**config.mk**
```make
export PLATFORM = sky130hd
export DESIGN_NAME = fgtc_front
export DESIGN_NICKNAME = d
export VERILOG_FILES = /design/src/fuel_gauge_telemetry_converter_unit_assert.svh /design/src/fgtc_pkg.sv /design/src/fgtc_front.sv
export SDC_FILE = /design/constraint.sdc
export NUM_CORES = 1
export LEC_CHECK = 0
export BUFFER_PORTS_ARGS = -buffer_cell sky130_fd_sc_hd__buf_2
export CORE_AREA = 5 5 289 291
export DETAILED_ROUTE_END_ITERATION = 8
export DIE_AREA = 0 0 294 296
export GPL_ROUTABILITY_DRIVEN = 1
export HOLD_SLACK_MARGIN = 0.12
export SLEW_MARGIN = 20
export SYNTH_ARGS = -nofsm -noshare
export SYNTH_HDL_FRONTEND = slang
export SYNTH_SLANG_ARGS = --single-unit
```
**constraint.sdc**
```tcl
create_clock -name clk -period 13.57 [get_ports clk]
set_clock_uncertainty 0.15 [all_clocks]
set_input_delay 4.071 -clock clk [delete_from_list [all_inputs] [get_ports clk]]
set_output_delay 4.071 -clock clk [all_outputs]
set_load 0.01 [all_outputs]
```
**src/fuel_gauge_telemetry_converter_unit_assert.svh**
```systemverilog
// Assertion macros for the fuel gauge telemetry converter.
`ifndef FUEL_GAUGE_TELEMETRY_CONVERTER_UNIT_ASSERT_SVH
`define FUEL_GAUGE_TELEMETRY_CONVERTER_UNIT_ASSERT_SVH

// Checks that an implication holds at every clock edge outside reset.
`define FGT_ASSERT_IMPL(label, ante, cons) \
  label: assert property (@(posedge clk) disable iff (!rst_n) (ante) |-> (cons)) \
    else $error("assertion failed");

// Checks that the consequent holds in the cycle after its antecedent.
`define FGT_ASSERT_NEXT(label, ante, cons) \
  label: assert property (@(posedge clk) disable iff (!rst_n) (ante) |=> (cons)) \
    else $error("assertion failed");

`endif

```
**src/fgtc_pkg.sv**
```systemverilog
package fgtc_pkg;

  localparam int unsigned InW = 256;
  localparam int unsigned OutW = 96;
  localparam int unsigned QW = 50;
  localparam int unsigned Stages = QW + 2;

  localparam logic [31:0] IdExpected = 32'h2720A003;
  localparam logic [13:0] CurrZero = 14'h2000;
  localparam logic [19:0] Micro = 20'd1000000;
  localparam logic [12:0] SamplesPerHour = 13'd7200;
  localparam logic [22:0] UvMax = 23'd8388607;

  localparam logic [2:0] StOk = 3'd0;
  localparam logic [2:0] StChip = 3'd1;
  localparam logic [2:0] StClock = 3'd2;
  localparam logic [2:0] StNoData = 3'd3;
  localparam logic [2:0] StRange = 3'd4;

  localparam logic CfgVolt = 1'b0;
  localparam logic CfgAmp = 1'b1;

  typedef struct packed {
    logic [2:0] vst;
    logic [2:0] cst;
    logic [2:0] qst;
    logic       cneg;
    logic       qneg;
  } status_t;

  // One restoring divider stage: shifts in the next numerator bit.
  typedef struct packed {
    logic [QW-1:0] num;
    logic [QW-1:0] rem;
    logic [QW-1:0] den;
  } div_t;

  function automatic div_t div_step(div_t s);
    div_t o;
    logic [QW:0] t;
    o = s;
    t = {s.rem, s.num[QW-1]};
    o.num = {s.num[QW-2:0], 1'b0};
    if (t >= {1'b0, s.den}) begin
      o.rem = QW'(t - {1'b0, s.den});
      o.num[0] = 1'b1;
    end else begin
      o.rem = t[QW-1:0];
    end
    return o;
  endfunction

endpackage

```
**src/fgtc_front.sv**
```systemverilog
module fgtc_front (
  input  logic                     clk,
  input  logic                     en,
  input  logic [fgtc_pkg::InW-1:0] data,
  input  logic [9:0]               cpv,
  input  logic [23:0]              cpa,
  output fgtc_pkg::status_t        st,
  output fgtc_pkg::div_t           vd,
  output fgtc_pkg::div_t           cd,
  output fgtc_pkg::div_t           qd
);
  import fgtc_pkg::*;

  logic [31:0] ident, cnt;
  logic [15:0] men, rtc, rst, chg, cfg, adc, sts, irq, cr, v0, v1, v2, med, lo, hi;
  logic [2:0] common, vst, cst, qst;
  logic [14:0] delta;
  logic [29:0] cmag;
  logic [QW-1:0] vnum, cnum, qnum, qden;
  logic [36:0] qden_full;
  status_t st_r;
  div_t vd_r, cd_r, qd_r;

  assign ident = data[31:0];
  assign men = data[47:32];
  assign rtc = data[63:48];
  assign rst = data[79:64];
  assign chg = data[95:80];
  assign cfg = data[111:96];
  assign adc = data[127:112];
  assign sts = data[143:128];
  assign irq = data[159:144];
  assign v0 = data[175:160];
  assign v1 = data[191:176];
  assign v2 = data[207:192];
  assign cr = data[223:208];
  assign cnt = data[255:224];

  always_comb begin
    if (ident != IdExpected) common = StChip;
    else if (!men[7]) common = StClock;
    else if (!rtc[6] || rst[4] || (chg[13:12] != 2'b0)) common = StNoData;
    else common = StOk;
    lo = (v0 < v1) ? v0 : v1;
    hi = (v0 < v1) ? v1 : v0;
    if (v2 < lo) med = lo;
    else if (v2 > hi) med = hi;
    else med = v2;
    vst = common;
    if (common == StOk && ((cfg[12:11] != 2'b0) || (adc[1:0] != 2'b0) || !sts[6] ||
        !irq[6] || v0 == 16'd0 || v1 == 16'd0 || v2 == 16'd0 ||
        ((v0 | v1 | v2) & 16'hF000) != 16'd0 || cpv == 10'd0)) vst = StNoData;
    cst = common;
    if (common == StOk && ((cfg[11] || cfg[3]) || (adc[7:4] != 4'd0) ||
        (adc[1:0] != 2'b0) || !sts[6] || !irq[7] || (cr[15:14] != 2'b0) ||
        cpa == 24'd0)) cst = StNoData;
    qst = cst;
    if (cst == StOk && cnt[31:29] != 3'b000 && cnt[31:29] != 3'b111) qst = StNoData;
    delta = {1'b0, cr[13:0]} - {1'b0, CurrZero};
    cmag = cnt[29] ? 30'(-cnt[29:0]) : cnt[29:0];
    vnum = QW'({med, 10'd0} - {med, 4'd0} - {med, 3'd0});
    cnum = QW'(delta[14] ? 15'(-delta) : delta) * QW'(Micro);
    qnum = QW'(cmag) * QW'(Micro);
    qden_full = 37'(cpa) * 37'(SamplesPerHour);
    qden = QW'(qden_full);
  end

  always_ff @(posedge clk) begin
    if (en) begin
      st_r <= '{vst: vst, cst: cst, qst: qst, cneg: delta[14], qneg: cnt[29]};
      vd_r <= '{num: vnum + QW'(cpv[9:1]), rem: '0, den: QW'(cpv)};
      cd_r <= '{num: cnum + QW'(cpa[23:1]), rem: '0, den: QW'(cpa)};
      qd_r <= '{num: qnum + QW'(qden[QW-1:1]), rem: '0, den: qden};
    end
  end

  assign st = st_r;
  assign vd = vd_r;
  assign cd = cd_r;
  assign qd = qd_r;
endmodule

```
==> results by group <==
Placement
  – Placed cell area: 30500 µm²
  – Port buffer count: 386
  – Hpwl dp: 62000 µm
  – Routability cong.: 0.884

Synth
  – Number of flops mapped to enable cells by yosys: 170
  – Yosys top cell by area: ha_1
  – Asr flop ratio synth: 0%
  – Yosys top cell area share: 21.7%
  – Ys Warns: 0
  – Post-synthesis instance area: 27900 µm²
  – Post-synthesis cell type count: 91
  – Synth top cells by count: 484 x ha_1, 478 x inv_1, 291 x buf_4
  – Synth area leaders: ha_1 22%, edfxtp_1 18%, fa_1 15%
  – Mapped Cells: 2987
  – Mean post-synth cell area: 9.35 µm²
  – Post-synthesis sequential area ratio: 18.3%
  – Top_reg_cell synth: edfxtp_1
  – Post-synthesis register bit count: 170
  – Most frequent cell after synthesis: ha_1

Routing
  – DR iter-0 viols: 910
  – Vias: 20803
  – Antenna Nets Post-Route: 0
  – Final wirelength: 71400 µm
  – DR DRC count: 0
  – Via density: 4.64
  – Drt pass-1 iters: 5
  – Avg WL per Cell: 15.9 µm

Floorplanning
  – Site Rows: 104
  – Die Span Y: 296 µm
  – IO Pins: 753
  – DIE WIDTH: 294 µm
  – CORE AREA: 80300 µm²
  – Initial Util: 34.8%
  – Die area: 87000 µm²

Timing
  – Relative slew slack: 31.7%
  – RSZ-0062 raised after global routing: false
  – Final period demand of the worst path: 12.60 ns
  – Setup TNS: 0 ns
  – Final slew viol count: 0
  – Fin. Hold Viols: 0
  – Setup violators final: 0
  – Worst slew pin tran: 0.998 ns
  – Tcrit/Tclk final: 92.8%
  – WHS: 3.63 ns
  – Max Clock Freq: 0.0794 GHz

Clock network
  – TritonCTS Buffers: 17
  – Sink Count: 170
  – Post-CTS Setup Bufs: 0
  – CTS tree: done
  – Clk buf depth: 2
  – H-tree depth: 4
  – CTS Hold Bufs: 0
  – CTS resizes: 0
  – Clock transition at the registers of the reported paths: 0.08 ns
  – Root Buffer: clkbuf_16

Global routing
  – Largest net degree at the start of global routing: 62
  – Tot GR Track Use: 15.8%
  – Grt ovf: 0
  – Vias in the first global route: 20301
  – First-pass GRT wire length: 109000 µm
  – Initial antenna violation count: 8

Worst setup path
  – Worst Setup End Kind: flop
  – CP Launch Type: primary input
  – Worst EP arrival: 12.69 ns
  – Worst path required time: 13.66 ns
  – Critical path class: primary input to flop
  – Worst path max stage delay: 0.55 ns
  – Worst-path fanout max: 8
  – CP max stage cell: fa_1

Finish
  – Final #Nets: 4398
  – Finished Cell Area: 31000 µm²
  – Layout fillers: 8134
  – Layout cells sized above 1: 15.6%
  – P&R area growth vs syn: 11.1%

Run
  – Max-cap violations: 0

Status
  – Status: complete, no violations

Worst hold path
  – HP Class: primary input to flop
  – Hold Crit Depth: 1
[placed cells by master, fill, tap and decap left out, types with 8 or more instances in the layout]
cell / n
nor2b_1: 20
o21bai_1: 23
a21oi_1: 151
nand2b_1: 34
ha_1: 484
nor3_1: 47
mux2i_1: 9
and3_1: 15
nand2_1: 108
nor4b_1: 8
or3_1: 17
xor2_1: 61
nand3_1: 33
nor2_1: 169
edfxtp_1: 170
o41ai_1: 9
a211oi_1: 13
clkbuf_16: 17
xnor2_1: 190
buf_4: 70
nor4_1: 23
o21ai_0: 98
and2_1: 17
nand4_1: 28
conb_1: 263
fa_1: 210
a21o_1: 47
or2_2: 10
o211ai_1: 9
o31ai_1: 15
a31oi_1: 16
a21boi_0: 14
inv_1: 478
buf_2: 385
mux2_2: 10
o21a_1: 14
[flip-flops by register name, indices dropped and copies added, names as in the netlist]
register  flops
cd           49
qd           76
st            8
vd           37
[worst max-delay path, delay by kind of cell]
kind                     cells  cell delay, ns
AND/OR/NAND/NOR              8            1.40
adder cells (fa/ha/maj)      8            3.28
buffers and inverters        5            0.60
XOR/XNOR                     4            0.75
AO/OA/AOI/OAI               14            2.59
[final timing paths]
path	endpoint	from
max	qd[149]	data[224]
min	vd[7]	cpv[7]
[layer usage]
layer / vias up / share of wire, % / track usage, % / routed length (µm)
met5: - / 0.073 / 0 / 52
met4: 8 / 1.4 / 3.29 / 983
met3: 60 / 4.4 / 2.46 / 3170
li1: 10451 / - / - / -
met2: 468 / 47 / 26.0 / 33500
met1: 9816 / 47 / 22.2 / 33700
[stage by stage]
stage | worst slack (ns) | instances | utilization, %
3_3_place_gp | 0.507 | 4453 | 37.9
6_report | 0.973 | 4486 | 38.7
4_1_cts | 0.960 | 4485 | 38.7
5_1_grt | 0.174 | 4486 | 38.7
2_1_floorplan | 0.0526 | 3248 | -
3_5_place_dp | 0.444 | 4453 | 37.9
[area by class of cell]
cell class                      instances  area (µm²)  share of cell area [%]
Inverter                              482        1810                    5.83
Antenna cell                            1        2.50                 0.00806
Clock inverter                         15         151                   0.488
Tap cell                             1060        1330                    4.27
Sequential cell                       170        5100                    16.4
Timing Repair Buffer                  457        2490                    8.01
Multi-Input combinational cell       2284       19700                    63.6
Clock buffer                           17         425                    1.37
[logic make-up (layout without fill, tap and decap cells)]
group,count (synthesis),after routing,synth area share [%]
buffers and inverters,794,971,14.6
adder cells (fa/ha/maj),698,698,36.9
AND/OR/NAND/NOR,564,564,10.1
AO/OA/AOI/OAI,487,487,11.4
XOR/XNOR,252,252,7.95
flip-flops,170,170,18.3
multiplexers,20,20,0.766
other,2,264,0.0269
Power is left out: the tool's default activity adds up to more than one toggle a clock period on the data nets, which glitch-free logic cannot reach.
